[config.mk]
export PLATFORM = sky130hd
export DESIGN_NAME = internet_checksum_tcp_pseudo
export DESIGN_NICKNAME = d
export VERILOG_FILES = /design/src/sv/ics_pkg.sv /design/src/sv/ics_front.sv /design/src/sv/ics_queue.sv /design/src/sv/ics_back.sv /design/src/sv/internet_checksum_tcp_pseudo.sv
export SDC_FILE = /design/constraint.sdc
export NUM_CORES = 1
export LEC_CHECK = 0
export BUFFER_PORTS_ARGS = -buffer_cell sky130_fd_sc_hd__buf_2
export CAP_MARGIN = 40
export CELL_PAD_IN_SITES_DETAIL_PLACEMENT = 1
export CELL_PAD_IN_SITES_GLOBAL_PLACEMENT = 2
export CORE_MARGIN = 1
export CORE_UTILIZATION = 30
export CTS_BUF_LIST = sky130_fd_sc_hd__clkbuf_4 sky130_fd_sc_hd__clkbuf_8
export CTS_CLUSTER_SIZE = 14
export DETAILED_ROUTE_END_ITERATION = 6
export GPL_TIMING_DRIVEN = 0
export PLACE_DENSITY = 0.78
export RECOVER_POWER = 100
export SLEW_MARGIN = 20
export SYNTH_ARGS = -nofsm -noshare
export SYNTH_HDL_FRONTEND = slang
export SYNTH_SLANG_ARGS = --single-unit
export TNS_END_PERCENT = 50
[constraint.sdc]
create_clock -name clk -period 8.3 [get_ports clk]
set_input_delay 1.66 -clock clk [delete_from_list [all_inputs] [get_ports clk]]
set_output_delay 1.66 -clock clk [all_outputs]
set_load 0.03 [all_outputs]
[src/sv/ics_pkg.sv]
package ics_pkg;

	localparam logic [15:0] PROTO_TCP = 16'd6;

	// One queued item, as classified by the front part.
	typedef struct packed {
		logic        opcode;
		logic        first_item;
		logic        has_byte;
		logic [7:0]  data_byte;
		logic        last_item;
		logic [15:0] pseudo_sum;
	} ics_item_t;

	// Folds a sum of up to eight 16-bit terms into a 16-bit ones'-complement value.
	function automatic logic [15:0] ics_fold(input logic [18:0] x);
		logic [16:0] f1;
		logic [16:0] f2;
		f1 = {1'b0, x[15:0]} + {14'd0, x[18:16]};
		f2 = {1'b0, f1[15:0]} + {16'd0, f1[16]};
		return f2[15:0];
	endfunction

endpackage

[src/sv/ics_front.sv]
module ics_front (
	input  logic                 opcode,
	input  logic                 first_item,
	input  logic                 has_byte,
	input  logic [7:0]           data_byte,
	input  logic                 last_item,
	input  logic [31:0]          source_address,
	input  logic [31:0]          dest_address,
	output ics_pkg::ics_item_t   item
);

	logic [18:0] pseudo_raw;

	// Pseudo-header terms: both address halves of each address and the protocol.
	assign pseudo_raw = {3'd0, source_address[31:16]} + {3'd0, source_address[15:0]}
		+ {3'd0, dest_address[31:16]} + {3'd0, dest_address[15:0]}
		+ {3'd0, ics_pkg::PROTO_TCP};

	always_comb begin
		item.opcode     = opcode;
		item.first_item = first_item;
		item.has_byte   = has_byte;
		item.data_byte  = data_byte;
		item.last_item  = last_item;
		item.pseudo_sum = ics_pkg::ics_fold(pseudo_raw);
	end

endmodule

[src/sv/ics_queue.sv]
module ics_queue #(
	parameter int DEPTH = 2
) (
	input  logic               clk,
	input  logic               arst_n,
	input  logic               push,
	input  ics_pkg::ics_item_t push_item,
	output logic               full,
	input  logic               pop,
	output ics_pkg::ics_item_t head,
	output logic               empty
);

	localparam int PTR_W = (DEPTH > 1) ? $clog2(DEPTH) : 1;
	localparam int CNT_W = $clog2(DEPTH + 1);
	localparam logic [PTR_W-1:0] LAST_PTR = PTR_W'(DEPTH - 1);
	localparam logic [CNT_W-1:0] FULL_CNT = CNT_W'(DEPTH);

	ics_pkg::ics_item_t mem_q [DEPTH];
	logic [PTR_W-1:0] wr_ptr_q;
	logic [PTR_W-1:0] rd_ptr_q;
	logic [CNT_W-1:0] count_q;

	assign full  = (count_q == FULL_CNT);
	assign empty = (count_q == '0);
	assign head  = mem_q[rd_ptr_q];

	always_ff @(posedge clk) begin
		if (push) begin
			mem_q[wr_ptr_q] <= push_item;
		end
	end

	always_ff @(posedge clk or negedge arst_n) begin
		if (!arst_n) begin
			wr_ptr_q <= '0;
			rd_ptr_q <= '0;
			count_q  <= '0;
		end else begin
			if (push) begin
				wr_ptr_q <= (wr_ptr_q == LAST_PTR) ? '0 : wr_ptr_q + 1'b1;
			end
			if (pop) begin
				rd_ptr_q <= (rd_ptr_q == LAST_PTR) ? '0 : rd_ptr_q + 1'b1;
			end
			if (push && !pop) begin
				count_q <= count_q + 1'b1;
			end else if (pop && !push) begin
				count_q <= count_q - 1'b1;
			end
		end
	end

	a_no_overflow: assert property (@(posedge clk) disable iff (!arst_n)
		full |-> !push)
		else $error("queue written while full");

	a_no_underflow: assert property (@(posedge clk) disable iff (!arst_n)
		empty |-> !pop)
		else $error("queue read while empty");

	a_count_range: assert property (@(posedge clk) disable iff (!arst_n)
		count_q <= FULL_CNT)
		else $error("queue count out of range");

endmodule

[src/sv/ics_back.sv]
module ics_back (
	input  logic               clk,
	input  logic               arst_n,
	input  ics_pkg::ics_item_t head,
	input  logic               empty,
	output logic               pop,
	output logic               out_valid,
	input  logic               out_ready,
	output logic [15:0]        out_sum
);

	logic [15:0] sum_q;
	logic [7:0]  pend_q;
	logic        odd_q;
	logic [15:0] cnt_q;
	logic        mode_q;
	logic        out_valid_q;
	logic [15:0] out_sum_q;

	logic [15:0] base;
	logic [7:0]  pend_b;
	logic        pend_v;
	logic [15:0] cnt_b;
	logic        mode_b;
	logic [15:0] term;
	logic [15:0] pad;
	logic [7:0]  pend_n;
	logic        odd_n;
	logic [15:0] cnt_n;
	logic [15:0] sum_n;
	logic [15:0] final_sum;

	// A result-bearing item waits while the output register is occupied and out_ready is low.
	assign pop = !empty && (!head.last_item || !out_valid_q || out_ready);
	assign out_valid = out_valid_q;
	assign out_sum   = out_sum_q;

	always_comb begin
		base   = head.first_item ? (head.opcode ? head.pseudo_sum : 16'd0) : sum_q;
		pend_b = head.first_item ? 8'd0 : pend_q;
		pend_v = head.first_item ? 1'b0 : odd_q;
		cnt_b  = head.first_item ? 16'd0 : cnt_q;
		mode_b = head.first_item ? head.opcode : mode_q;
		term   = 16'd0;
		pend_n = pend_b;
		odd_n  = pend_v;
		cnt_n  = cnt_b;
		if (head.has_byte) begin
			cnt_n = cnt_b + 16'd1;
			if (pend_v) begin
				term   = {pend_b, head.data_byte};
				pend_n = 8'd0;
				odd_n  = 1'b0;
			end else begin
				pend_n = head.data_byte;
				odd_n  = 1'b1;
			end
		end
		pad       = odd_n ? {pend_n, 8'd0} : 16'd0;
		sum_n     = ics_pkg::ics_fold({3'd0, base} + {3'd0, term});
		final_sum = ics_pkg::ics_fold({3'd0, base} + {3'd0, term} + {3'd0, pad}
			+ {3'd0, (mode_b ? cnt_n : 16'd0)});
	end

	always_ff @(posedge clk) begin
		if (pop && head.last_item) begin
			out_sum_q <= ~final_sum;
		end
	end

	always_ff @(posedge clk or negedge arst_n) begin
		if (!arst_n) begin
			sum_q       <= '0;
			pend_q      <= '0;
			odd_q       <= 1'b0;
			cnt_q       <= '0;
			mode_q      <= 1'b0;
			out_valid_q <= 1'b0;
		end else begin
			if (pop) begin
				if (head.last_item) begin
					sum_q  <= '0;
					pend_q <= '0;
					odd_q  <= 1'b0;
					cnt_q  <= '0;
					mode_q <= 1'b0;
				end else begin
					sum_q  <= sum_n;
					pend_q <= pend_n;
					odd_q  <= odd_n;
					cnt_q  <= cnt_n;
					mode_q <= mode_b;
				end
			end
			if (pop && head.last_item) begin
				out_valid_q <= 1'b1;
			end else if (out_ready) begin
				out_valid_q <= 1'b0;
			end
		end
	end

	a_clear_after_last: assert property (@(posedge clk) disable iff (!arst_n)
		(pop && head.last_item) |=> (sum_q == 16'd0 && !odd_q && cnt_q == 16'd0 && !mode_q))
		else $error("message state not cleared after the last item");

	a_pending_zero: assert property (@(posedge clk) disable iff (!arst_n)
		!odd_q |-> (pend_q == 8'd0))
		else $error("pending byte held without an odd byte waiting");

	a_no_result_overwrite: assert property (@(posedge clk) disable iff (!arst_n)
		(out_valid_q && !out_ready) |-> !(pop && head.last_item))
		else $error("result overwritten before it was taken");

endmodule

[src/sv/internet_checksum_tcp_pseudo.sv]
// Output: a result is presented on m_axis_tvalid from the output register, which is loaded
// when the back part pops the last item from the queue head.
// Throughput: one input transaction per cycle while the queue is not full, set by the
// end-around-carry adder in the back part; a stalled result output holds a last item at the
// queue head, which blocks the back part and, once the queue is full, the input.
// Reset: arst_n clears the queue, the running sum, the byte count, the mode and the output valid.
module internet_checksum_tcp_pseudo #(
	parameter int QUEUE_DEPTH = 2
) (
	input  logic        clk,
	input  logic        arst_n,
	input  logic        s_axis_tvalid,
	output logic        s_axis_tready,
	input  logic [71:0] s_axis_tdata,  // data_byte [7:0], source_address [39:8], dest_address [71:40]
	input  logic [2:0]  s_axis_tuser,  // opcode [0], first_item [1], has_byte [2]
	input  logic        s_axis_tlast,  // last_item
	output logic        m_axis_tvalid,
	input  logic        m_axis_tready,
	output logic [15:0] m_axis_tdata   // checksum [15:0]
);

	// The front part splits the transaction into its fields and works out the
	// folded pseudo-header sum (both address halves and the protocol number) so
	// that the back part needs only a single add per byte.
	ics_pkg::ics_item_t front_item;
	ics_pkg::ics_item_t head_item;
	logic               queue_full;
	logic               queue_empty;
	logic               queue_pop;
	logic               accept;

	assign s_axis_tready = !queue_full;
	assign accept        = s_axis_tvalid && !queue_full;

	ics_front u_front (
		.opcode         (s_axis_tuser[0]),
		.first_item     (s_axis_tuser[1]),
		.has_byte       (s_axis_tuser[2]),
		.data_byte      (s_axis_tdata[7:0]),
		.last_item      (s_axis_tlast),
		.source_address (s_axis_tdata[39:8]),
		.dest_address   (s_axis_tdata[71:40]),
		.item           (front_item)
	);

	// The short queue lets the input keep flowing while a finished checksum waits
	// on the output side.
	ics_queue #(
		.DEPTH (QUEUE_DEPTH)
	) u_queue (
		.clk       (clk),
		.arst_n    (arst_n),
		.push      (accept),
		.push_item (front_item),
		.full      (queue_full),
		.pop       (queue_pop),
		.head      (head_item),
		.empty     (queue_empty)
	);

	// The back part holds the message state: running sum, unpaired high byte,
	// byte count and mode. On a last item it adds any zero-padded odd byte and,
	// in TCP mode, the byte count, then registers the complemented sum.
	ics_back u_back (
		.clk       (clk),
		.arst_n    (arst_n),
		.head      (head_item),
		.empty     (queue_empty),
		.pop       (queue_pop),
		.out_valid (m_axis_tvalid),
		.out_ready (m_axis_tready),
		.out_sum   (m_axis_tdata)
	);

endmodule
# == Yosys cells after proc, flatten, opt, wreduce, memory -nomap -nowiden ==
# Memories as Yosys holds them, arrays and structs flattened.
# Index checks and enable logic that the tools add are counted.
# word_totals
reg_bits,63
latch_bits,0
ram_bits,56
romBits,0
output_inout_bits,18
elab_cells,75
memories,1
# memory_table
name,words,word_bits,read_ports,rd_ports_with_merged_regs,wr,line_no,source
u_queue.mem_q,2,28,1,0,1,ics_queue.sv:19,ics_pkg::ics_item_t mem_q [DEPTH];
# op_classes
n_addsub,18
multipliers,0
div_mod_pow,0
order_cmp,0
n_eq_ne,1
n_shift,0
mux,28
bitwise,1
n_reduce_logical,16
# ops
operator,count
16-bit two-way mux,10
19-bit by 16-bit adder with 19-bit output,4
16-bit by 3-bit adder with 17-bit output,3
16-bit by 1-bit adder with 16-bit output,3
16-bit by 16-bit adder with 17-bit output,2
8-bit two-way mux,4
"19-bit by 3-bit adder with 19-bit output, second input constant",1
"16-bit by 1-bit adder with 16-bit output, second input constant",1
16-bit NOT,1
1-bit two-way mux,12
1-bit zero test,6
1-bit logical AND,5
2-bit two-way mux,2
2-bit nonzero test,2
"1-bit adder, second input constant",2
"2-bit by 1-bit adder with 2-bit output, second input constant",1
"2-bit equality test, second input constant",1
2-bit zero test,1
1-bit logical OR,2
"2-bit by 1-bit subtractor with 2-bit output, second input constant",1

# == Depth between registers and ports, before layout ==
# Gate-level depths: netlist of run 1.
# An unclocked memory read counts as a cell.
# depth
depth_word,10
depth_mapped,39
depth_no_buf,39

# == Hierarchy ==
# A second synthesis of run 1 with hierarchy kept.
# hier_totals
hier_cells,1202
area_unflattened_um2,11260.8
# by_module_without_submodules
module,instances,cells_each,area_each_um2,seq_area_each_um2
ics_back,1,779,6381.1,1556.5
ics_front,1,318,2615.0,0.0
ics_queue,1,103,2254.7,1781.7
internet_checksum_tcp_pseudo,1,2,10.0,0.0

# == Worst setup path after synthesis of run 1 ==
# No wires, ideal clock.
# synth_path
path_type,register to register
from,register u_queue.rd_ptr_q
to,"register u_back.out_sum_q[12], in the netlist u_back.out_sum[12] (data pin)"
setup_time_ns,0.266
arrival_time_ns,8.586
required_ns,8.034
path_slack_ns,-0.552
path_stages_with_launch,39
n_path_buf,4
period_less_slack_ns,8.852
cell_sequence,dfrtp_1 > buf_1 > buf_1 > buf_1 > mux2i_1 > o21ai_0 > ha_1 > fa_1 > nand3_1 > a21oi_1 > o41ai_1 > a21oi_1 > nor2b_1 > inv_1 > fa_1 > inv_1 > ha_1 > clkbuf_1 > [... 3 more ...] > o211a_1 > a21oi_1 > a21o_1 > a21oi_1 > xnor2_1 > ha_1 > fa_1 > nand4b_1 > or3_1 > nor3_1 > nor3b_1 > ha_1 > ha_1 > nand4_1 > nor2_1 > nand4b_1 > nor3_1 > xor2_1
# synth_via
elab_chain_len,10
elab_cells_between_ends,23
cone_classes,add/sub (6); mux (15); bitwise (1); memory (1)
# synth_rtl
element,line_no,source
start: declaration,ics_queue.sv:21,logic [PTR_W-1:0] rd_ptr_q;
start signal: assignment,ics_queue.sv:44,rd_ptr_q <= (rd_ptr_q == LAST_PTR) ? '0 : rd_ptr_q + 1'b1;
memory 2 x 28 bit (*),-,
1-bit two-way mux or 8-bit two-way mux (tied branches),"ics_back.sv:41, ics_back.sv:40",
"16-bit two-way mux, or another cell as far along",ics_back.sv:50,if (pend_v) begin
"16-bit two-way mux, or another cell as far along",ics_back.sv:48,if (head.has_byte) begin
16-bit by 16-bit adder with 17-bit output or 16-bit two-way mux (tied branches),"ics_back.sv:61, ics_back.sv:59",
19-bit by 16-bit adder with 19-bit output,ics_back.sv:61,"final_sum = ics_pkg::ics_fold({3'd0, base} + {3'd0, term} + {3'd0, pad}"
19-bit by 16-bit adder with 19-bit output (*),ics_back.sv:62,"+ {3'd0, (mode_b ? cnt_n : 16'd0)});"
16-bit by 3-bit adder with 17-bit output (*),ics_pkg.sv:19,"f1 = {1'b0, x[15:0]} + {14'd0, x[18:16]};"
16-bit by 1-bit adder with 16-bit output (*),ics_pkg.sv:20,"f2 = {1'b0, f1[15:0]} + {16'd0, f1[16]};"
16-bit NOT (*),ics_back.sv:67,out_sum_q <= ~final_sum;
end signal: assignment,ics_back.sv:67,
end: declaration,ics_back.sv:18,logic [15:0] out_sum_q;
# Every way passes the cells marked *; elsewhere a longest branch is shown, timed or not.
# A chain may end at the register's enable or synchronous reset.

==> results of run 1 <==
## layout by cell type, fill, tap and decap left out, types with 6 or more instances in the layout
cell type	n
nor3_4	6
nor2_1	72
buf_4	47
a21oi_2	12
xor2_1	29
a32o_1	18
a22o_1	17
and2_1	22
o21ai_0	59
ha_1	76
dfrtp_1	47
nor3_1	18
xnor2_1	78
a21o_1	21
nand2b_1	7
o21ai_1	10
nand2_1	88
buf_2	72
ha_4	17
mux2i_1	26
ha_2	9
nor4_1	6
o21a_1	8
inv_1	90
inv_2	9
clkbuf_1	37
clkbuf_8	21
xnor2_2	11
a211oi_1	10
or3_1	7
a21oi_1	32
fa_1	26
nand4_1	18
nand3_1	22
a22oi_1	8
o21bai_1	6
and3_1	19
edfxtp_1	72
## final cells by class
type,instances,area [µm²]
repair buffers,150,871
fillers,4064,21900
flip-flops and latches,119,3340
plain buffers,21,168
clock inverters,15,174
multi-input cells,918,7870
inverters,100,375
clock buffers,17,234
well taps,461,577
## critical path: cells and delay by family
family                   cells  cell delay [ns]
XOR/XNOR                     2             0.30
adder cells (fa/ha/maj)      7             2.01
buffers and inverters        6             0.51
AND/OR/NAND/NOR             10             1.47
AO/OA/AOI/OAI               14             2.50
## cells in the mapped netlist, types with 8 or more instances
master,count,share of area (%)
a211oi_1,15,1.0
a21o_1,22,1.5
a21oi_1,46,2.1
a22o_1,17,1.4
a22oi_1,10,0.69
a32o_1,18,1.7
and2_1,28,1.6
and3_1,20,1.2
clkbuf_1,21,0.73
dfrtp_1,47,11
edfxtp_1,72,20
fa_1,30,5.6
ha_1,102,12
inv_1,99,3.4
mux2i_1,28,2.6
nand2_1,92,3.2
nand3_1,26,1.2
nand4_1,18,1.0
nor2_1,80,2.8
nor2b_1,8,0.46
nor3_1,28,1.3
nor4_1,8,0.46
o21a_1,8,0.56
o21ai_0,72,3.3
or2_2,8,0.46
or3_1,8,0.46
xnor2_1,90,7.3
xor2_1,33,2.7
## per-stage QoR
step,hold slack [ns],TNS [ns],instances
floorplan,0.448,0,1162
global placement,0.469,-64.39,1720
detailed placement,0.478,-74.08,1721
CTS,0.499,-11.21,1782
global route,0.530,-7.25,1801
finish,0.496,0,1801
## power by group
group          leakage (nW)  switching [mW]  total [mW]  internal [mW]
clock                 0.207           0.329       0.560          0.231
sequential             1.29          0.0882        1.05          0.967
combinational          4.19            2.11        3.51           1.40
total                  5.69            2.53        5.12           2.60
## how the worst max path moves through the flow
stage | startpoint | end | depth (start not counted)
floorplan | s_axis_tdata[8] | u_queue.mem_q[0][14] | 39
global placement | u_queue.rd_ptr_q | u_back.out_sum[12] | 38
detailed placement | u_queue.rd_ptr_q | u_back.out_sum[12] | 38
CTS | s_axis_tdata[24] | u_queue.mem_q[0][14] | 40
global route | u_queue.rd_ptr_q | u_back.out_sum[15] | 34
finish | s_axis_tdata[9] | u_queue.mem_q[0][15] | 39
## sequential cells by signal, indices dropped and copies added, names as in the netlist
signal / count
u_back.cnt_q: 16
u_back.out_valid: 1
u_queue.count_q: 2
u_back.mode_q: 1
u_queue.mem_q: 56
u_back.out_sum: 16
u_queue.wr_ptr_q: 1
u_back.sum_q: 16
u_queue.rd_ptr_q: 1
u_back.odd_q: 1
u_back.pend_q: 8
## metal layers
layer  part of all wire [%]  GRT usage [%]  up-vias
li1                       -              -     4540
met1                     43           19.9     4462
met2                     52           31.1      136
met3                    3.0           2.19       32
met4                    2.0           4.98        0
met5                      0              0        -
## logic make-up (layout without fill, tap and decap cells)
logic type	after synthesis	count (layout)	share of synthesized area, %
DFF	119	119	30.9
muxes	32	32	3.01
AOI/OAI and AO/OA	271	271	17.5
adders and majority gates	133	133	17.5
xor gates and xnor gates	123	123	9.97
and+or+nand+nor	359	359	16.8
buffers and inverters	125	303	4.34
## repair_timing
| item | 4_1_cts | 5_1_grt |
|---|---|---|
| gates resized for setup | 118 | 87 |
| buffers inserted | 31 | 20 |
| setup endpoints to repair | 48 | 44 |
| gates cloned | 0 | 0 |
| pin swaps | 45 | 63 |
==> results by group, run 1 <==
Route
  • Drt drc: 0
  • Drt pass-1 iters: 5
  • Final ANT Viol Nets: 0
  • Routed WL: a little over 30000 µm
  • Initial DRC count: ~370
  • Wire length per cell: 16.9 µm
  • Via density: between 5 and 6
  • DR vias: 9170

Logic synthesis
  • Synth Flop Type: edfxtp_1
  • Mapped Cells: 1162
  • Post-Syn Area per Cell: 9.30 µm²
  • Share of synthesized registers carrying an async set or reset: about two fifths
  • Mapped Nets: around 1400
  • Mapped Area: 10800 µm²
  • Register bit total from synthesis: between 100 and 150
  • Post-synth cell types: 74
  • Sequential fraction of the synthesis area: a little under a third
  • Number of synthesized flops with an enable pin: between 70 and 80
  • Ys Warns: 0

Clock tree
  • CTS Buf Count: 17
  • Clock tree buffer depth: 2
  • Worst skew pair latency: ~0.47 ns
  • H-tree depth: 4
  • Worst-path clk slew: 0.09 ns
  • Root buf cell: clkbuf_8
  • TritonCTS sink count: 119
  • Hold_buf cts: 0
  • CTS tree: yes

Outcome
  • Failing checks: max-capacitance violations, max-slew violations
  • Status: complete, but fails checks

Global routing
  • Largest net degree at the start of global routing: 48
  • Initial antenna violation count: 0
  • Vias in the first global route: 9620
  • Grt ovf: 0
  • First-pass GRT wire length: 48800 µm
  • GRT Util Overall: 16.8%

Worst setup path
  • Reg-to-reg setup timing slack: 0.18 ns
  • Worst r2r path cells: 36
  • FF-to-FF Start: u_queue.rd_ptr_q
  • CP Capture Type: register
  • Setup CP Type: in2reg
  • CP startpoint kind: input pin
  • CP max FO: 3
  • Slowest cell on crit path: fa_1
  • Most used cell, CP: a21oi_2
  • FF-to-FF End: u_back.out_sum[14]
  • WP data required: 8.52 ns
  • CP peak stage delay: roughly 0.45 ns
  • Crit path arrival time: around 8.5 ns

Place
  • Placed Area: 12000 µm²
  • Count of buffers from port buffering: 97
  • Dpl hpwl: between 20000 and 25000 µm
  • Routability congestion estimate: 0.826
  • Pre-CTS WS: -2.16 ns

Power and ir drop
  • Pwr/cell area: approximately 380 nW/µm²
  • Tot Pwr: around 5 mW
  • Leakage power: between 5 and 6 nW
  • Peak supply drop: 144 µV

Worst hold path
  • Worst hold-check path type: reg2reg
  • Hold Path End: u_back.odd_q
  • Hold path depth: 2
  • Hold Startpoint: u_back.odd_q

STA
  • Fin. Hold Viols: 0
  • Setup skew after layout: ~0.016 ns
  • Max_slew headroom: -86.2%
  • Tcrit/Tclk final: about 100%
  • Final Slew Violations: 48
  • Final setup fails: 0
  • Min Clock Period, post-route: just over 8 ns
  • Worst setup margin: approximately 0.034 ns
  • Max Clock Freq: about 0.12 GHz
  • Worst Tran Pin Value: approximately 2.8 ns
  • RSZ-0062 raised after global routing: yes

Cells and area
  • Post-route cell area: ~14000 µm²
  • Ant diodes: 0
  • Fin nets: between 1500 and 2000
  • Share of layout cells above drive strength 1: a little under a quarter
  • Post-layout utilization of the core: a little under two fifths
  • P&R area growth vs syn: 25.9%

Floorplan
  • Die area: around 37000 µm²
  • CORE AREA: around 35000 µm²
  • # IOs: ~100
  • Die Ht: around 190 µm
  • # rows: 69
  • Die width: between 150 and 200 µm
  • Initial Util: between 30 and 40%

Flow run
  • Max-Cap Viols: 1
Note: power is estimated with default switching activity, not from simulation.
==> inputs of run 2 (changes only) <==
Settings changed: ABC_AREA from default to 1, BUFFER_PORTS_ARGS -buffer_cell sky130_fd_sc_hd__buf_2 to default, DONT_BUFFER_PORTS from default to 1.
==> results by group, run 2 <==
Global routing
  • Grt ovf: 0 (unchanged)
  • Largest net degree at the start of global routing: 48 (unchanged)
  • Vias in the first global route: 11400 (+19%)
  • GRT Util Overall: 18.5% (+1.7 points)
  • Initial antenna violation count: 0 (unchanged)
  • First-pass GRT wire length: 59700 µm (+22%)

STA
  • Tcrit/Tclk final: 107% (+7.3 points)
  • Setup skew after layout: 0.0264 ns (+0.0100 ns)
  • Final Slew Violations: 26 (-46%)
  • Final setup fails: 19 (+19)
  • Max_slew headroom: -0.407% (+86 points)
  • Min Clock Period, post-route: 8.87 ns (+0.602 ns)
  • Final hold slack: 0.492 ns (-0.00465 ns)
  • Worst setup margin: -0.568 ns (-0.602 ns)
  • RSZ-0062 raised after global routing: yes
  • Fin. Hold Viols: 0 (unchanged)
  • Worst Tran Pin Value: 1.51 ns (-1.29 ns)
  • Max Clock Freq: 0.113 GHz (-6.8%)

Worst setup path
  • CP Capture Type: register
  • CP bufs+invs: 5 (-1)
  • Setup CP Type: in2reg
  • WP data required: 8.49 ns (-0.03 ns)
  • Family with the most delay on the worst path: simple AND/OR/NAND/NOR gates
  • CP peak stage delay: 0.44 ns (about the same)
  • Slowest cell on crit path: fa_1
  • Crit path arrival time: 9.06 ns (+0.58 ns)
  • Most used cell, CP: nand2_1
  • CP max FO: 4 (+1)
  • Worst Setup SP: s_axis_tdata[10]
  • FF-to-FF Start: u_queue.rd_ptr_q
  • CP startpoint kind: input pin

Clock tree
  • Worst skew pair latency: 0.46 ns (about the same)
  • Root buf cell: clkbuf_8
  • H-tree depth: 4 (unchanged)
  • TritonCTS sink count: 119 (unchanged)
  • Worst-path clk slew: 0.08 ns (about the same)
  • CTS Buf Count: 17 (unchanged)
  • Clock tree buffer depth: 2 (unchanged)
  • CTS tree: yes

Floorplan
  • Die width: 202 µm (+5.1%)
  • # IOs: 98 (unchanged)
  • # rows: 72 (+4.3%)
  • Initial Util: 30.7% (+0.25 points)
  • Die Ht: 202 µm (+5.1%)
  • Die area: 40600 µm² (+10%)
  • CORE AREA: 38900 µm² (+9.7%)

Cells and area
  • Commonest non-fill, non-tap cell in the layout: nand2_1
  • Number of flip-flops in the largest register: 56 (unchanged)
  • Reg area: 3340 µm² (unchanged)
  • Multi-input gate area: 8310 µm² (+5.6%)
  • Post-route cell area: 14700 µm² (+8.3%)
  • Share of layout cells above drive strength 1: 25.1% (+1.2 points)
  • Fin nets: 1922 (+25%)
  • Commonest non-fill, non-tap cells in the layout: 332 x nand2_1, 245 x inv_1, 135 x nor2_1
  • Top reg by flops: u_queue.mem_q
  • Post-layout utilization of the core: 37.9% (-0.46 points)
  • Ant diodes: 0 (unchanged)
  • P&R area growth vs syn: 23.4%
  • Fill cells: 4752 (+17%)

Power and ir drop
  • Peak supply drop: 117 µV (-19%)
  • Tot Pwr: 5.80 mW (+13%)
  • Leakage power: 6.69 nW (+18%)
  • Pwr/cell area: 393 nW/µm² (+4.5%)

Route
  • Via density: 4.84 (-5.0%)
  • Final ANT Viol Nets: 0 (unchanged)
  • Drt drc: 0 (unchanged)
  • Initial DRC count: 385 (+5.2%)
  • Wire length per cell: 16.8 µm (-0.96%)
  • Routed WL: 37500 µm (+23%)
  • Drt pass-1 iters: 4 (-1)
  • DR vias: 10800 (+18%)

Place
  • Routability congestion estimate: 0.876 (+6.1%)
  • Dpl hpwl: 30000 µm (+28%)
  • Count of buffers from port buffering: 0 (-100%)
  • Placed Area: 12800 µm² (+6.6%)
  • Pre-CTS WS: -2.04 ns (+0.120 ns)

Logic synthesis
  • Share of the synthesized area in the top cell type: 18.1% (-1.9 points)
  • Most common cell in the netlist: nand2_1
  • Mapped Cells: 1589 (+37%)
  • Sequential fraction of the synthesis area: 27.9% (-3.0 points)
  • Post-synth top cells: 362 x nand2_1, 251 x inv_1, 153 x nor2_1
  • Register bit total from synthesis: 119 (unchanged)
  • Largest area contributor in the netlist: edfxtp_1
  • Synth Flop Type: edfxtp_1
  • Synth top area cells: edfxtp_1 18%, nand2_1 11%, ha_1 11%, dfrtp_1 9.8%, inv_1 7.9%
  • Share of synthesized registers carrying an async set or reset: 39.5% (unchanged)
  • Ys Warns: 0 (unchanged)
  • Mapped Nets: 1801 (+31%)
  • Number of synthesized flops with an enable pin: 72 (unchanged)
  • Mapped Area: 11900 µm² (+11%)
  • Post-Syn Area per Cell: 7.52 µm² (-19%)
  • Post-synth cell types: 58 (-22%)

Outcome
  • Failing checks: max-capacitance violations, max-slew violations, negative setup slack
  • Status: complete, but fails checks

Worst hold path
  • Hold Startpoint: u_back.sum_q[14]
  • Worst hold-check path type: reg2reg

Flow run
  • Max-Cap Viols: 1 (unchanged)
-- run 2: cells by family after synthesis --
family | count (synthesis) | synth area share [%]
xor+xnor | 76 | 6.39
buf+inv | 303 | 9.80
flops | 119 | 27.9
simple gates | 770 | 30.3
compound gates | 183 | 9.34
mux | 6 | 0.503
fa+ha+maj | 132 | 15.7
-- run 2: worst paths after layout --
| kind | end | slack, ns | depth (start not counted) |
|---|---|---|---|
| max | u_queue.mem_q[1][14] | -0.57 | 52 |
| min | u_back.sum_q[14] | 0.49 | 2 |
| max reg2reg | u_back.out_sum[15] | -0.02 | 52 |
| min reg2reg | u_back.sum_q[14] | 0.49 | 2 |
| max in group asynchronous | u_back.cnt_q[5] | 7.26 | 0 |
| min in group asynchronous | u_back.cnt_q[9] | 0.90 | 0 |
-- run 2: repair_timing --
action                                  in CTS  in global routing
pin swaps                                   71                 87
cloned                                       1                  0
setup buffers                               73                 47
hold buffers                                 0                  0
resized for setup                          113                125
endpoints found under the setup margin      48                 36
-- run 2: area by class of cell --
type | count | area share [%]
multi-input combinational | 1167 | 56.4
timing repair inverter | 1 | 0.0255
timing repair buffer | 103 | 5.52
inverter | 283 | 7.38
clock buffer | 18 | 1.64
sequential | 119 | 22.6
tap | 518 | 4.40
buffer | 18 | 0.925
clock inverter | 14 | 1.11
-- run 2: metal layers --
metal | wire [µm] | GRT usage [%] | share of wire [%] | up-vias
li1 | - | - | - | 5400
met1 | 15900 | 21.7 | 42 | 5223
met2 | 19600 | 34.7 | 52 | 179
met3 | 1130 | 2.27 | 3.0 | 36
met4 | 915 | 5.68 | 2.4 | 0
met5 | 0 | 0 | 0 | -
-- run 2: worst reg2reg max path: cells and delay by family (launching register included) --
| family | cells | cell delay [ns] |
|---|---|---|
| simple gates | 38 | 4.71 |
| fa+ha+maj | 5 | 1.57 |
| buf+inv | 5 | 0.75 |
| xor+xnor | 2 | 0.46 |
| flops | 1 | 0.42 |
| compound gates | 2 | 0.22 |
-- run 2: power breakdown --
group | total [mW] | leakage, nW | internal, mW | switching [mW]
registers | 1.13 | 1.29 | 0.974 | 0.153
clock network | 0.562 | 0.211 | 0.280 | 0.282
logic | 4.11 | 5.19 | 1.42 | 2.69
total | 5.80 | 6.69 | 2.67 | 3.13
-- run 2: metrics by stage --
step | TNS, ns | instances
after floorplan | -3.15 | 1589
after global placement | -50.12 | 2107
after detailed placement | -56.80 | 2110
after CTS | -6.61 | 2214
after global routing | -23.71 | 2241
final | -8.35 | 2241
